**config.mk**
```make
export PLATFORM = sky130hd
export DESIGN_NAME = pfc_route_cam
export DESIGN_NICKNAME = d
export VERILOG_FILES = /design/src/sv/pfc_pkg.sv /design/src/sv/pfc_route_cam.sv
export SDC_FILE = /design/constraint.sdc
export NUM_CORES = 2
export LEC_CHECK = 0
export ABC_AREA = 1
export BUFFER_PORTS_ARGS = -buffer_cell sky130_fd_sc_hd__buf_4
export CAP_MARGIN = 20
export CORE_ASPECT_RATIO = 1.2
export CORE_MARGIN = 10
export CORE_UTILIZATION = 40
export DETAILED_ROUTE_END_ITERATION = 8
export GPL_TIMING_DRIVEN = 0
export MAX_ROUTING_LAYER = met4
export PLACE_DENSITY = 0.62
export SYNTH_ARGS = -nofsm -noshare
export SYNTH_HDL_FRONTEND = slang
export SYNTH_SLANG_ARGS = --single-unit
```
**constraint.sdc**
```tcl
create_clock -name clk -period 4.3 [get_ports clk]
set_input_delay 0.215 -clock clk [delete_from_list [all_inputs] [get_ports clk]]
set_output_delay 0.215 -clock clk [all_outputs]
set_load 0.01 [all_outputs]
```
**src/sv/pfc_pkg.sv**
```systemverilog
`timescale 1ns / 1ps
// Shared types, table sizes and protocol constants for the packet forward classifier.
// Depends on nothing; every other file refers to it by scoped names.
package pfc_pkg;

    // Table sizes.
    localparam int ROUTE_ENTRIES = 64;
    localparam int PORT_ENTRIES  = 512;
    localparam int QUEUE_ENTRIES = 64;

    // Index widths, kept at one bit or more.
    localparam int ROUTE_AW = (ROUTE_ENTRIES > 1) ? $clog2(ROUTE_ENTRIES) : 1;
    localparam int PORT_AW  = (PORT_ENTRIES > 1) ? $clog2(PORT_ENTRIES) : 1;
    localparam int QUEUE_AW = (QUEUE_ENTRIES > 1) ? $clog2(QUEUE_ENTRIES) : 1;

    // Length of the clearing pass after reset and the width of its counter.
    localparam int CLR_LEN = (PORT_ENTRIES > QUEUE_ENTRIES) ? PORT_ENTRIES : QUEUE_ENTRIES;
    localparam int CLR_W   = $clog2(CLR_LEN + 1);

    // Stored word widths.
    localparam int ROUTE_INFO_W = 80;   // out interface (32) over MAC (48)
    localparam int PORT_WORD_W  = 33;   // valid bit over port value (32)
    localparam int QCONF_W      = 2;    // socket bound over enable

    // Protocol constants.
    localparam logic [15:0] ETHTYPE_IPV4 = 16'h0800;
    localparam logic [15:0] ETHTYPE_IPV6 = 16'h86DD;
    localparam logic [7:0]  PROTO_ICMP   = 8'd1;
    localparam logic [15:0] ETH_MIN_LEN  = 16'd14;
    localparam logic [15:0] IPV4_MIN_LEN = 16'd34;
    localparam logic [15:0] IPV6_MIN_LEN = 16'd54;

    typedef enum logic [1:0] {
        OP_PACKET   = 2'd0,
        OP_ROUTE_WR = 2'd1,
        OP_PORT_WR  = 2'd2,
        OP_QUEUE_WR = 2'd3
    } opcode_t;

    typedef enum logic [2:0] {
        ACT_PASS     = 3'd0,
        ACT_PORT     = 3'd1,
        ACT_SOCKET   = 3'd2,
        ACT_DROP     = 3'd3,
        ACT_WRITE_OK = 3'd4,
        ACT_FULL     = 3'd5
    } action_t;

    // Update request from the pipeline into the route CAM.
    typedef struct packed {
        logic                set;
        logic                clr;
        logic [ROUTE_AW-1:0] idx;
        logic [31:0]         key;
    } cam_upd_t;

    // Lookup result of the route CAM.
    typedef struct packed {
        logic                hit;
        logic [ROUTE_AW-1:0] hit_idx;
        logic                free_avail;
        logic [ROUTE_AW-1:0] free_idx;
    } cam_res_t;

    // Write controls of the clearing pass.
    typedef struct packed {
        logic                busy;
        logic                port_we;
        logic [PORT_AW-1:0]  port_addr;
        logic                queue_we;
        logic [QUEUE_AW-1:0] queue_addr;
    } clear_ctl_t;

endpackage

```
**src/sv/pfc_route_cam.sv**
```systemverilog
`timescale 1ns / 1ps
// Route key CAM: valid bits and keys in flip-flops, parallel match, lowest free slot.
// Depends on pfc_pkg.
module pfc_route_cam (
    input  logic              clk,
    input  logic              rst_n,
    input  logic [31:0]       lookup_key,
    input  pfc_pkg::cam_upd_t upd,
    output pfc_pkg::cam_res_t res
);

    logic [pfc_pkg::ROUTE_ENTRIES-1:0] vld_reg;
    logic [31:0]                       key_reg [pfc_pkg::ROUTE_ENTRIES];
    logic [pfc_pkg::ROUTE_ENTRIES-1:0] match;

    // Compare every stored key against the lookup key.
    always_comb
    begin
        for (int i = 0; i < pfc_pkg::ROUTE_ENTRIES; i++)
        begin
            match[i] = vld_reg[i] && (key_reg[i] == lookup_key);
        end
    end

    // Lowest matching entry and lowest free entry.
    always_comb
    begin
        res = '0;
        for (int i = pfc_pkg::ROUTE_ENTRIES - 1; i >= 0; i--)
        begin
            if (match[i])
            begin
                res.hit     = 1'b1;
                res.hit_idx = pfc_pkg::ROUTE_AW'(i);
            end
            if (!vld_reg[i])
            begin
                res.free_avail = 1'b1;
                res.free_idx   = pfc_pkg::ROUTE_AW'(i);
            end
        end
    end

    // Valid bits clear at reset.
    always_ff @(posedge clk or negedge rst_n)
    begin
        if (!rst_n)
        begin
            vld_reg <= '0;
        end
        else if (upd.set)
        begin
            vld_reg[upd.idx] <= 1'b1;
        end
        else if (upd.clr)
        begin
            vld_reg[upd.idx] <= 1'b0;
        end
    end

    // Key storage is only read behind its valid bit.
    always_ff @(posedge clk)
    begin
        if (upd.set)
        begin
            key_reg[upd.idx] <= upd.key;
        end
    end

endmodule

```
==> results.tsv <==
stage	metric	value	unit
outcome	outcome	finished with violations	
outcome	failing checks	setup timing	
yosys	Synth warnings	0	
yosys	top_reg_cell synth	edfxtp_1	
run	Max-Cap Viols	0	
pwr	Cell Pwr Density	420	nW/um^2
grt	vias in the first global route	65100	
sta	Worst-Margin Slew	1.19	ns
grt	gr ovfl total	0	
yosys	sequential-to-total area share from yosys stat	69.5	%
worst_setup_path	arrival time at the worst endpoint	6.71	ns
clock_tree	total CTS buffers	210	
clock_tree	# clock sinks	2112	
worst_setup_path	Startpoint Class	flip-flop	
die	Initial Util	40.2	%
sta	Final Max Tran Viols	0	
grt	GRT Total Usage	31.3	%
die	Chip Height	542	um
routing	DRT Wirelength	389000	um
worst_setup_path	r2r worst-path depth	13	
clock_tree	clk buf depth	4	
cells_and_area	post-layout util	48.1	%
worst_setup_path	Worst Setup EP	res[7]	
die	die width	455	um
die	Core Region	226000	sq um
worst_setup_path	crit end category	output port	
worst_setup_path	CP max-delay cell	dfrtp_2	
sta	Clock Skew	0	ns
yosys	count of flip-flops with a built-in enable after synthesis	2048	
sta	slew margin rel.	19.9	%
place	final RePlAce weighted congestion	0.952	
worst_setup_path	critical path required time	4.09	ns
sta	fin crit share	161	%
routing	Post-route DRC	0	
clock_tree	H-tree Lvls	4	
clock_tree	Worst-path clk slew	0.07	ns
pwr	Tot Pwr	45500	uW
sta	f_max	144	MHz
pwr	P_leak	0.0357	uW
routing	Via-to-Cell Ratio	6.48	
pwr	Max VDD drop	0.322	mV
die	die area	247000	sq um
cells_and_area	register area	63100	sq um
yosys	Cell Area, Synth	90800	sq um
worst_setup_path	critical path class	flip-flop to output port	
yosys	asr flop ratio synth	3.03	%
die	floorplan row count	191	
cells_and_area	fillers	19400	
clock_tree	root buf cell	clkbuf_16	
yosys	Synth cell types	51	
clock_tree	Clock Latency Late Sink	0.87	ns
routing	Vias	69200	
cells_and_area	Syn-to-layout area delta	19.5	%
sta	fin crit period	6.92	ns
routing	DRT antenna net count	0	
cells_and_area	max reg flops	2048	
sta	Hold Fails Final Rpt	0	
place	post-detail-place hpwl	245000	um
yosys	Mapped Avg Cell Area	13.0	sq um
grt	largest net degree at the start of global routing	65	
cells_and_area	most frequent cells in the layout	edfxtp_1, nand2_1, o21ai_0	
hold_path	hold crit path type	input pin to flip-flop	
yosys	Mapped Cells	7011	
yosys	flops & latches, synth	2112	
cells_and_area	layout cell share with drive strength beyond 1	15.7	%
routing	DR iter-0 viols	12400	
cells_and_area	Final #Nets	7584	
grt	antenna violations before repair	43	
worst_setup_path	R2R setup slack	1.76	ns
sta	setup slack after layout	-2.62	ns
worst_setup_path	Most common cell on crit path	nand2_1	
cells_and_area	area of the multi-input gates	26300	sq um
worst_setup_path	Worst Path Max Fanout	3	
grt	first-pass GRT wire length	523000	um
clock_tree	CTS tree	built	
worst_setup_path	delay of the slowest cell on the worst path	0.48	ns
yosys	syn nets	7085	
place	I/O Buffers	63	
routing	first-pass iteration count of the detailed router	9	
die	Ports	88	
cells_and_area	commonest non-fill, non-tap cell in the layout	edfxtp_1	
sta	RSZ-0062 raised after global routing	true	
routing	DR WL/cell	36.4	um
sta	final setup violation count	11	
stage by stage:
stage | worst slack [ns] | area (sq um) | cells | hold slack, ns | TNS (ns)
after floorplan | 0.134 | 90800 | 7011 | -0.0806 | 0
after global placement | -4.99 | 95100 | 10100 | 0.379 | -266.79
after detailed placement | -5.03 | 97800 | 10200 | 0.390 | -34.30
after CTS | -2.59 | 108000 | 10700 | 0.0617 | -10.92
after global routing | -2.98 | 109000 | 10700 | 0.0991 | -12.21
final | -2.62 | 109000 | 10700 | 0.108 | -11.42
cells in the mapped netlist, types with 11 or more instances:
cell type,instances,share of area (%)
o22ai_1,302,2.1
buf_4,24,0.20
o21ai_0,591,3.3
nor3_1,62,0.34
buf_6,30,0.37
a211oi_1,76,0.63
nor4b_1,11,0.11
a2111oi_0,13,0.13
o2111ai_1,68,0.66
nand4_1,141,0.97
a22oi_1,32,0.26
inv_2,26,0.11
edfxtp_1,2048,68
buf_1,72,0.30
nor2_1,389,1.6
o21ai_1,19,0.10
a221oi_1,93,0.90
dfrtp_1,64,1.8
nand2_1,1078,4.5
a22o_1,149,1.4
xor2_1,262,2.5
or2_2,100,0.69
a21boi_0,13,0.11
a21oi_1,56,0.31
or4_1,70,0.58
and3_1,19,0.13
nand3_1,105,0.58
buf_2,139,0.77
xnor2_1,398,3.8
nor4_1,186,1.3
and2_1,20,0.14
inv_1,189,0.78
clkbuf_1,120,0.50
worst min-delay path by stage:
stage	startpoint	endpoint	slack, ns	cells after the start
2_1_floorplan	rst_n	asynchronous set/reset pin	-0.08	0
3_3_place_gp	rst_n	asynchronous set/reset pin	0.38	1
3_5_place_dp	rst_n	asynchronous set/reset pin	0.39	1
4_1_cts	upd[39]	flip-flop	0.06	4
5_1_grt	upd[39]	flip-flop	0.1	4
6_report	upd[39]	flip-flop	0.11	4
critical path, delay by kind of cell, from the launching register on:
kind	cells	cell delay, ns
AOI/OAI and AO/OA	2	0.39
buffers and inverters	1	0.13
DFF	1	0.48
and+or+nand+nor	65	4.81
metal layers:
layer  global-route usage (%)  wire length (um)
met1                     35.8            125000
met2                     48.0            175000
met3                     7.04             50800
met4                     23.6             37800
met5                        -                 0
cells by family (layout without fill, tap and decap cells):
kind of cell              after synthesis  after routing  share of synthesized area [%]
and+or+nand+nor                      2194           2194                           11.0
buffers and inverters                 603           1261                           3.04
AOI/OAI and AO/OA                    1442           1442                           10.2
xor gates and xnor gates              660            660                           6.36
other                                   0             21                              0
DFF                                  2112           2112                           69.5
area by class of cell:
type                            instances  share of cell area (%)
Timing Repair Buffer                  287                    3.56
Clock inverter                        102                   0.816
Multi-Input combinational cell       4296                    24.3
Buffer                                385                    3.78
Antenna cell                           21                  0.0484
Sequential cell                      2112                    58.1
Tap cell                             2991                    3.45
Inverter                              218                   0.815
Clock buffer                          269                    5.13
power breakdown:
part / internal [uW] / total, uW / leakage [uW] / switching, uW
Sequential: 22800 / 23100 / 0.0192 / 301
Clock: 9960 / 18100 / 0.00315 / 8120
Combinational: 1240 / 4330 / 0.0133 / 3090
repair_timing:
action,4_1_cts,5_1_grt
hold buffers,47,0
pin swaps,55,50
setup endpoints to repair,10,11
setup buffers,58,5
resized for setup,923,119
hold endpoints to repair,816,0
gates cloned,1,0
Power figures use the tool's default switching activity.
