### src/sv/pfc_ram.sv
`timescale 1ns / 1ps
// Generic single-write, single-read RAM with registered read data (old data on collision).
// Stands alone; used for the route, queue, port and port valid memories of the classifier.
module pfc_ram #(
    parameter int WIDTH = 8,
    parameter int DEPTH = 64,
    localparam int AW = (DEPTH > 1) ? $clog2(DEPTH) : 1
) (
    input  logic             clk,
    input  logic             we,
    input  logic [AW-1:0]    waddr,
    input  logic [WIDTH-1:0] wdata,
    input  logic             re,
    input  logic [AW-1:0]    raddr,
    output logic [WIDTH-1:0] rdata
);

    logic [WIDTH-1:0] mem_reg [DEPTH];
    logic [WIDTH-1:0] rdata_reg;

    // Write and registered read; a read at the written address returns the old word.
    always_ff @(posedge clk)
    begin
        if (we)
        begin
            mem_reg[waddr] <= wdata;
        end
        if (re)
        begin
            rdata_reg <= mem_reg[raddr];
        end
    end

    assign rdata = rdata_reg;

endmodule

### config.mk
export PLATFORM = sky130hd
export DESIGN_NAME = pfc_ram
export DESIGN_NICKNAME = d
export VERILOG_FILES = /design/src/sv/pfc_ram.sv
export SDC_FILE = /design/constraint.sdc
export NUM_CORES = 1
export LEC_CHECK = 0
export BUFFER_PORTS_ARGS = -buffer_cell sky130_fd_sc_hd__buf_4
export CAP_MARGIN = 20
export CORE_MARGIN = 3
export CORE_UTILIZATION = 40
export DETAILED_ROUTE_END_ITERATION = 10
export GPL_ROUTABILITY_DRIVEN = 0
export PLACE_DENSITY = 0.54
export SYNTH_ARGS = -nofsm -noshare
export SYNTH_HDL_FRONTEND = slang
export SYNTH_SLANG_ARGS = --single-unit
export TNS_END_PERCENT = 50
### constraint.sdc
create_clock -name clk -period 3.45 [get_ports clk]
set_clock_uncertainty 0.2 [all_clocks]
set_input_delay 0.8625 -clock clk [delete_from_list [all_inputs] [get_ports clk]]
set_output_delay 0.8625 -clock clk [all_outputs]
set_load 0.01 [all_outputs]
==> impl_metrics.py, run 1 <==
metrics = {
    "clock_tree": {
        "postCtsSetupBuffers": 0,
        "cts_resized": 0,
        "numClockSinks": 520,
        "clk_latency_ns": 0.60,
        "cts-root-buf": "clkbuf_16",
        "numCtsBuffers": 53,
        "clock_path_buffers": 3,
        "clkTransAtPathRegs_ns": 0.06,
        "cts_hold_buf": 0,
        "cts_tree": "done",
        "h-tree-depth": 2,
    },
    "grt": {
        "grt_pass1_wl_mm": 69.3,
        "track_usage": 0.179,
        "grt_max_degree": 65,
        "grt_remaining_overflow": 0,
        "antenna_found_initial": 0,
        "grt_pass1_vias": 10100,
    },
    "die": {
        "dieArea_mm2": 0.0534,
        "core_area_mm2": 0.0495,
        "fp-row-count": 81,
        "fp.dieH_um": 231,
        "start_util": 0.409,
        "ioPinCount": 31,
        "die_x_um": 231,
    },
    "worst_setup_path": {
        "reg2reg_slack_ns": 1.08,
        "cp-start-kind": "input port",
        "path_max_fanout": 21,
        "critical_path_class": "in -> reg",
        "cp.arrival_ns": 2.84,
        "crit_required_ns": 3.60,
        "worst_setup_path_end_kind": "flop",
    },
    "timing": {
        "fin_setup_tns_ns": 0,
        "fin_crit_sh": 0.781,
        "hold_violations": 0,
        "fmax_ghz": 0.371,
        "tightest_slew_ns": 0.737,
        "fin_crit_ns": 2.69,
        "setup_viol": 0,
        "slew_violations": 0,
        "relSlewSlack": 0.509,
        "grt_setup_unrepaired": "no",
    },
    "synthesis": {
        "ys_ff_latch": 520,
        "synth_edf_count": 520,
        "ys_seq_area_frac": 0.771,
        "ys_async_sr_fraction": 0,
        "yosys-top-cells-count": "edfxtp_1, mux4_2, nor2_1, mux2i_1, nand2_1",
        "netlist.area_leader.share": 0.771,
        "synth.largest_area_cell": "edfxtp_1",
        "synth.avg_cell_area_um2": 21.5,
        "ys.flop_type": "edfxtp_1",
        "synth_cell_types": 39,
        "synth_area_leaders": "edfxtp_1, mux4_2, nor2_1, mux2i_1, mux2_2",
        "synthesis.nets": 963,
        "synth_cells": 940,
        "ys_warn_count": 0,
        "synth_area_mm2": 0.0202,
        "yosysMostFrequentCell": "edfxtp_1",
    },
    "route": {
        "drtPass1Iterations": 4,
        "first_iter_violations": 905,
        "ant_nets": 0,
        "wl_mm": 46.3,
        "avgViaCountPerCell": 5.39,
        "wl_per_cell_um": 26.0,
        "num_vias": 9598,
        "route.detailed.drc": 0,
    },
    "power_and_ir_drop": {
        "powerDensity_mw_per_mm2": 575,
        "power_w": 0.0136,
        "p_leak_nw": 7.51,
        "ir_worst_vdd_v": 0.000394,
    },
    "place": {
        "portBuffers": 30,
        "place_hpwl_mm": 28.4,
    },
    "final_layout": {
        "drive_gt1_frac": 0.312,
        "areaGrowthSynthToFinish_pct": 16.6,
        "final_net_count": 1096,
        "fillers": 4172,
        "largest_reg_flops": 512,
        "antenna_cells": 0,
    },
    "run": {
        "maxCapViolations": 0,
    },
    "status": {
        "outcome": "complete, no violations",
    },
    "min_path": {
        "hp-class": "in -> reg",
    },
}
worst max-delay path, cell delays in order:
cell and delay, ns:
clkbuf_8 0.13, buf_12 0.20, buf_4 0.21, mux4_2 0.50, mux4_2 0.48, nor2_1 0.24
nor3_1 0.08, o2bb2ai_1 0.12
area by class of cell:
type,count,area [µm²],share of cell area
flip-flops and latches,520,15600,0.661
clock inverters,38,427,0.0181
well taps,664,831,0.0352
clock buffers,61,1360,0.0575
multi-input cells,369,4320,0.183
repair buffers,129,1060,0.0450
where the power goes:
part	internal (W)	total [W]	leakage [nW]	switching [W]
clock	0.00349	0.00587	0.854	0.00238
combinational	0.000274	0.000679	1.97	0.000405
sequential	0.00701	0.00703	4.69	0.0000186
total	0.0108	0.0136	7.51	0.00280
metal layers:
layer  GRT usage  vias to the layer above  part of all wire
li1            -                     4202                 -
met1       0.257                     5099              0.44
met2       0.288                      236              0.49
met3      0.0276                       61             0.047
met4      0.0492                        0             0.020
met5           0                        -                 0
worst paths after layout:
path	from	endpoint	cells after the start
max	raddr[0]	rdata[0]$_DFFE_PP_	8
min	re	rdata[5]$_DFFE_PP_	1
max reg2reg	mem_reg[21][4]$_DFFE_PP_	rdata[4]$_DFFE_PP_	5
min reg2reg	mem_reg[27][4]$_DFFE_PP_	rdata[4]$_DFFE_PP_	3
layout by cell type (no fill, tap or decap), types with 8 or more instances in the layout:
| cell | count |
|---|---|
| o22ai_1 | 8 |
| nor2b_1 | 14 |
| clkinv_1 | 12 |
| nand2_1 | 19 |
| clkinv_2 | 8 |
| buf_4 | 121 |
| mux2i_1 | 23 |
| mux2_2 | 13 |
| nor2_1 | 83 |
| clkbuf_1 | 8 |
| mux4_2 | 126 |
| clkbuf_16 | 53 |
| nand3_1 | 13 |
| edfxtp_1 | 520 |
| bufinv_16 | 9 |
| o221ai_1 | 8 |
kinds of logic (layout without fill, tap and decap cells):
family / count (synthesis) / after routing / synth area share
multiplexers: 162 / 162 / 0.159
flip-flops: 520 / 520 / 0.771
AO/OA/AOI/OAI: 54 / 54 / 0.0206
AND/OR/NAND/NOR: 153 / 153 / 0.0337
buffers and inverters: 51 / 228 / 0.0156
metrics by stage:
stage / instance area (µm²) / hold slack (ns) / worst slack (ns) / util / std cells
finish: 23600 / 0.400 / 0.757 / 0.477 / 1781
floorplan: 20200 / 0.597 / 0.581 / - / 940
global route: 23600 / 0.372 / 0.668 / 0.477 / 1781
global placement: 21800 / 0.691 / 0.136 / 0.441 / 1682
detailed placement: 21800 / 0.706 / 0.126 / 0.441 / 1682
CTS: 23600 / 0.357 / 0.774 / 0.477 / 1781
(Power assumes the default switching activity.)
==> run 2, diff against run 1 <==
ABC_AREA = 1   (was not set)
clock period = 2.5 ns   (was 3.45 ns; I/O delays follow)
==> run 2 against run 1 <==
Against the previous run: sequential power up 38%; register-to-register slack got worse by 0.29 ns; clock-buffer cell count increased by 8; setup slack lost 0.39 ns; sequential share of layout area shrank 3.1 points; die area increased by 5.6%; combinational power increased by 84%; clock power grew 33%; first-iteration DRC count grew 21%; cell count increased by 48%; synthesized cell count increased by 92%; critical endpoint is now rdata[4].
==> impl_metrics.py, run 2 <==
metrics = {
    "place": {
        "pre_cts_slack_ns": -0.0573,
        "place_hpwl_mm": 34.2,
        "portBuffers": 30,
        "dp.cells": 2537,
    },
    "final_layout": {
        "largest_reg_flops": 512,
        "drive_gt1_frac": 0.119,
        "seqCellArea_mm2": 0.0156,
        "antenna_cells": 0,
        "fillers": 4792,
        "multiInputGateArea_mm2": 0.00495,
        "final_net_count": 1930,
        "utilization": 0.469,
        "areaGrowthSynthToFinish_pct": 15.6,
        "mostFrequentLayoutCell": "nand2_1",
        "final_cells": 2641,
        "final_cell_mix": "nand2_1, edfxtp_1, nand3_1, buf_4, clkbuf_16",
    },
    "synthesis": {
        "synthesis.nets": 1828,
        "synth-simple-area-share": 0.231,
        "synth_cells": 1805,
        "yosys-top-cells-count": "nand2_1, edfxtp_1, nand3_1, nor2_1, buf_2",
        "synth_adder_area_share": 0,
        "synth.largest_area_cell": "edfxtp_1",
        "synth_top_family_by_area": "simple AND/OR/NAND/NOR gates",
        "synth_cell_types": 15,
        "synth_compound_area_frac": 0,
        "ys_ff_latch": 520,
        "synthMuxAreaShare": 0,
        "synth.avg_cell_area_um2": 11.9,
        "synth_area_leaders": "edfxtp_1, nand2_1, nand3_1, buf_6, nor2_1",
        "ys.flop_type": "edfxtp_1",
        "ys_async_sr_fraction": 0,
        "synth_area_mm2": 0.0214,
        "yosysMostFrequentCell": "nand2_1",
        "netlist.area_leader.share": 0.729,
        "synth-xor-area-share": 0,
        "ys_seq_area_frac": 0.729,
        "ys_warn_count": 0,
        "synth_edf_count": 520,
    },
    "grt": {
        "grt_pass1_wl_mm": 86.8,
        "grt_remaining_overflow": 0,
        "antenna_found_initial": 1,
        "grt_max_degree": 80,
        "track_usage": 0.204,
        "grt_pass1_vias": 13800,
    },
    "status": {
        "outcome": "complete, no violations",
    },
    "route": {
        "ant_nets": 0,
        "drtPass1Iterations": 5,
        "num_vias": 14000,
        "avgViaCountPerCell": 5.31,
        "wl_mm": 56.5,
        "wl_per_cell_um": 21.4,
        "first_iter_violations": 1092,
        "route.detailed.drc": 0,
    },
    "worst_setup_path": {
        "crit_required_ns": 1.67,
        "cp.arrival_ns": 1.31,
        "cpPeakStageDelay_ns": 0.50,
        "worst_setup_path_end_kind": "output pin",
        "path_max_fanout": 1,
        "critical-path-top-delay-family": "flip-flops",
        "critical_path_class": "reg -> out",
        "cp-start-kind": "flop",
        "critPathSlowestCell": "edfxtp_1",
        "path_cells": "buf_4",
        "critPathBufInv": 1,
    },
    "power_and_ir_drop": {
        "p_comb_frac": 0.067,
        "clkPwrFrac": 0.416,
        "internal-power_w": 0.0145,
        "ir_worst_vdd_v": 0.000535,
        "p_sw_frac": 0.226,
        "switchingPower_w": 0.00423,
        "pwr-share-seq": 0.517,
        "p_leak_nw": 9.04,
        "powerDensity_mw_per_mm2": 757,
    },
    "timing": {
        "layout_setup_ws_ns": 0.365,
        "grt_setup_unrepaired": "no",
        "whs_ns": 0.181,
        "fmax_ghz": 0.468,
        "tightest_slew_ns": 0.836,
        "hold_violations": 0,
        "fin_crit_ns": 2.13,
        "setup_viol": 0,
        "fin_crit_sh": 0.854,
        "relSlewSlack": 0.443,
        "slew_violations": 0,
    },
    "clock_tree": {
        "cts_resized": 0,
        "cts_tree": "done",
        "clock_path_buffers": 3,
        "clk_latency_ns": 0.61,
        "numCtsBuffers": 56,
        "cts-root-buf": "clkbuf_16",
        "clkTransAtPathRegs_ns": 0.06,
        "h-tree-depth": 2,
        "numClockSinks": 520,
        "postCtsSetupBuffers": 0,
        "cts_hold_buf": 0,
    },
    "die": {
        "die_x_um": 237,
        "fp.dieH_um": 237,
        "core_area_mm2": 0.0528,
        "ioPinCount": 31,
        "dieArea_mm2": 0.0564,
        "fp-row-count": 84,
        "start_util": 0.406,
    },
    "min_path": {
        "hp-class": "in -> reg",
    },
    "run": {
        "maxCapViolations": 0,
    },
}
[run 2: cell types whose count changed after synthesis, sizes merged, moves of 14 or more]
cell | before | now
nor2b | 14 | 0
mux4 | 126 | 0
mux2i | 23 | 0
buf | 34 | 98
nand2 | 19 | 648
nor2 | 83 | 56
nand3 | 13 | 439
[run 2: per-stage QoR]
step | area (µm²) | setup TNS, ns | power, W
final | 24800 | 0 | 0.0187
after global routing | 24800 | 0 | 0.0194
after CTS | 24800 | 0 | 0.0189
after detailed placement | 23000 | -0.145 | 0.0111
after global placement | 23000 | -0.0562 | 0.0111
after floorplan | 21400 | -5.83 | 0.0106
[run 2: cell type report]
| type | count | area share |
|---|---|---|
| flip-flops and latches | 520 | 0.631 |
| inverters | 12 | 0.00222 |
| multi-input cells | 1160 | 0.200 |
| clock buffers | 69 | 0.0594 |
| clock inverters | 35 | 0.00985 |
| repair buffers | 157 | 0.0635 |
| well taps | 688 | 0.0348 |
[run 2: cell families after synthesis]
logic type	count (synthesis)
buffers and inverters	125
DFF	520
and+or+nand+nor	1160
[run 2: path summary, 6_finish.rpt]
kind | startpoint | slack [ns] | depth (start not counted) | to
setup reg to reg | mem_reg[17][1]$_DFFE_PP_ | 0.79 | 8 | rdata[1]$_DFFE_PP_
hold / removal | re | 0.18 | 1 | rdata[0]$_DFFE_PP_
setup / recovery | rdata[4]$_DFFE_PP_ | 0.37 | 1 | rdata[4]
hold reg to reg | mem_reg[38][2]$_DFFE_PP_ | 0.68 | 8 | rdata[2]$_DFFE_PP_
[run 2: per-layer routing]
metal,wire [µm],track usage
met1,24900,0.290
met2,26500,0.326
met3,3570,0.0291
met4,1520,0.0653
met5,13,0
[run 2: power groups by stage]
stage | Combinational [W] | Sequential (W) | Clock [W]
after floorplan | 0.000678 | 0.00987 | 0
after global placement | 0.00126 | 0.00988 | 0
after detailed placement | 0.00126 | 0.00988 | 0
after CTS | 0.00126 | 0.00970 | 0.00797
after global routing | 0.00137 | 0.00970 | 0.00835
final | 0.00125 | 0.00970 | 0.00780
==> run 3, diff against run 2 <==
--- a/config.mk
+++ b/config.mk
@@ -13,5 +13,6 @@
 export DETAILED_ROUTE_END_ITERATION = 10
 export GPL_ROUTABILITY_DRIVEN = 0
-export PLACE_DENSITY = 0.54
+export PLACE_DENSITY = 0.56
+export SKIP_LAST_GASP = 1
 export SYNTH_ARGS = -nofsm -noshare
 export SYNTH_HDL_FRONTEND = slang
==> constraint.sdc (replaced) <==
create_clock -name clk -period 1.74 [get_ports clk]
set_clock_uncertainty 0.2 [all_clocks]
set_input_delay 0.435 -clock clk [delete_from_list [all_inputs] [get_ports clk]]
set_output_delay 0.435 -clock clk [all_outputs]
set_load 0.05 [all_outputs]
==> run 3 against run 2 <==
Against the previous run: the flow now finishes with violations (negative setup slack); clock-buffer cell count shrank 4; power rose by 46%; die area unchanged; sequential power is 43% higher; setup slack got worse by 0.52 ns; largest cell class unchanged; largest power group unchanged.
==> impl_metrics.py, run 3 (same netlist as run 2, synthesis figures left out) <==
metrics = {
    "status": {
        "outcome": "complete, but fails checks",
        "violations": "negative setup slack",
    },
    "grt": {
        "track_usage": 0.199,
        "grt_max_degree": 77,
        "grt_util_met2": 0.321,
        "gr-usage-met1": 0.283,
        "grt_most_used_layer": "met2",
        "grt_pass1_vias": 13900,
        "use_met3": 0.0295,
        "antenna_found_initial": 2,
        "grt_remaining_overflow": 0,
        "grt_pass1_wl_mm": 85.5,
    },
    "clock_tree": {
        "cts-root-buf": "clkbuf_16",
        "cts_tree": "done",
        "clock_path_buffers": 3,
        "numClockSinks": 520,
        "numCtsBuffers": 54,
        "postCtsSetupBuffers": 0,
        "h-tree-depth": 2,
        "clkTransAtPathRegs_ns": 0.06,
        "clk_latency_ns": 0.60,
    },
    "timing": {
        "relSlewSlack": 0.418,
        "setup_viol": 8,
        "fmax_ghz": 0.527,
        "layout_setup_ws_ns": -0.158,
        "whs_ns": 0.0577,
        "fin_crit_ns": 1.90,
        "slew_violations": 0,
        "grt_setup_unrepaired": "yes",
        "fin_crit_sh": 1.09,
        "tightest_slew_ns": 0.873,
        "fin_setup_tns_ns": -0.886,
        "hold_violations": 0,
    },
    "die": {
        "dieArea_mm2": 0.0564,
        "ioPinCount": 31,
        "fp-row-count": 84,
        "core_area_mm2": 0.0528,
        "die_x_um": 237,
        "start_util": 0.406,
        "fp.dieH_um": 237,
    },
    "route": {
        "num_vias": 14000,
        "ant_nets": 0,
        "first_iter_violations": 1466,
        "route.detailed.drc": 0,
        "avgViaCountPerCell": 5.22,
        "drtPass1Iterations": 6,
        "wl_mm": 55.4,
        "wl_per_cell_um": 20.7,
    },
    "worst_setup_path": {
        "path_max_fanout": 1,
        "path_cells": "buf_6",
        "critical-path-top-delay-family": "flip-flops",
        "critical_path_class": "reg -> out",
        "crit_required_ns": 1.10,
        "cpPeakStageDelay_ns": 0.46,
        "critPathBufInv": 1,
        "crit_start": "rdata[4]$_DFFE_PP_",
        "cp.arrival_ns": 1.26,
        "cp-start-kind": "flop",
        "worst_setup_path_end_kind": "output pin",
        "timing.rr.start": "mem_reg[27][3]$_DFFE_PP_",
        "critPathSlowestCell": "edfxtp_1",
        "reg2reg_slack_ns": 0.06,
    },
    "final_layout": {
        "final_cells": 2683,
        "areaGrowthSynthToFinish_pct": 18.9,
        "drive_gt1_frac": 0.152,
        "largest_reg_flops": 512,
        "fillers": 4691,
        "final_cell_mix": "nand2_1, edfxtp_1, nand3_1, buf_4, clkbuf_16",
        "final_net_count": 1970,
        "fin_area_mm2": 0.0255,
        "mostFrequentLayoutCell": "nand2_1",
    },
    "min_path": {
        "hp-class": "in -> reg",
        "min_from": "raddr[5]",
    },
    "run": {
        "maxCapViolations": 0,
    },
    "place": {
        "portBuffers": 30,
        "pre_cts_slack_ns": -0.536,
        "dpl_cell_area_mm2": 0.0236,
        "place_hpwl_mm": 34.0,
        "dp.cells": 2578,
    },
    "power_and_ir_drop": {
        "ir_worst_vdd_v": 0.000689,
        "p_leak_nw": 9.31,
        "powerDensity_mw_per_mm2": 1080,
    },
}
## run 3: changes by cell type in the layout (fill, tap and decap cells not counted), sizes merged
cell         delta
diode           +2
clkbuf          -4
clkinvlp        +2
bufinv          +3
inv             -3
buf            +41
dlygate4sd3     +1
## run 3: report_power, final
group / internal [W] / switching [W] / total [W]
Clock: 0.00682 / 0.00471 / 0.0115
Sequential: 0.0139 / 0.0000357 / 0.0139
Combinational: 0.000623 / 0.00133 / 0.00195
Total: 0.0213 / 0.00608 / 0.0274
## run 3: per-layer routing
metal,wire [µm],up-vias
met5,0,-
met4,1390,0
met3,3040,105
met2,25900,409
met1,25100,6826
li1,-,6665
## run 3: path summary, 6_finish.rpt
check	end	cells after the start
max reg2reg	rdata[3]$_DFFE_PP_	8
min	rdata[6]$_DFFE_PP_	3
max	rdata[4]	1
min reg2reg	rdata[2]$_DFFE_PP_	8
## run 3: area by class of cell
cell class,instances,area (µm²),share of cell area
Multi-Input combinational cell,1160,5110,0.201
Sequential cell,520,15600,0.613
Timing Repair Buffer,199,2020,0.0792
Antenna cell,2,5.00,0.000197
Inverter,12,71.3,0.00280
Tap cell,688,861,0.0338
Clock buffer,65,1460,0.0572
Clock inverter,37,323,0.0127
## run 3: repair_timing
action / CTS / global route
pin swaps: 0 / 0
hold buffers: 1 / 0
resized for setup: 4 / 3
setup endpoints to repair: 8 / 10
hold endpoints to repair: 8 / 0
cloned: 0 / 0
## run 3: per-stage QoR
| step | total power, W | utilization |
|---|---|---|
| global route | 0.0283 | 0.482 |
| CTS | 0.0277 | 0.482 |
| finish | 0.0274 | 0.482 |
| floorplan | 0.0153 | - |
| detailed placement | 0.0161 | 0.448 |
| global placement | 0.0161 | 0.448 |
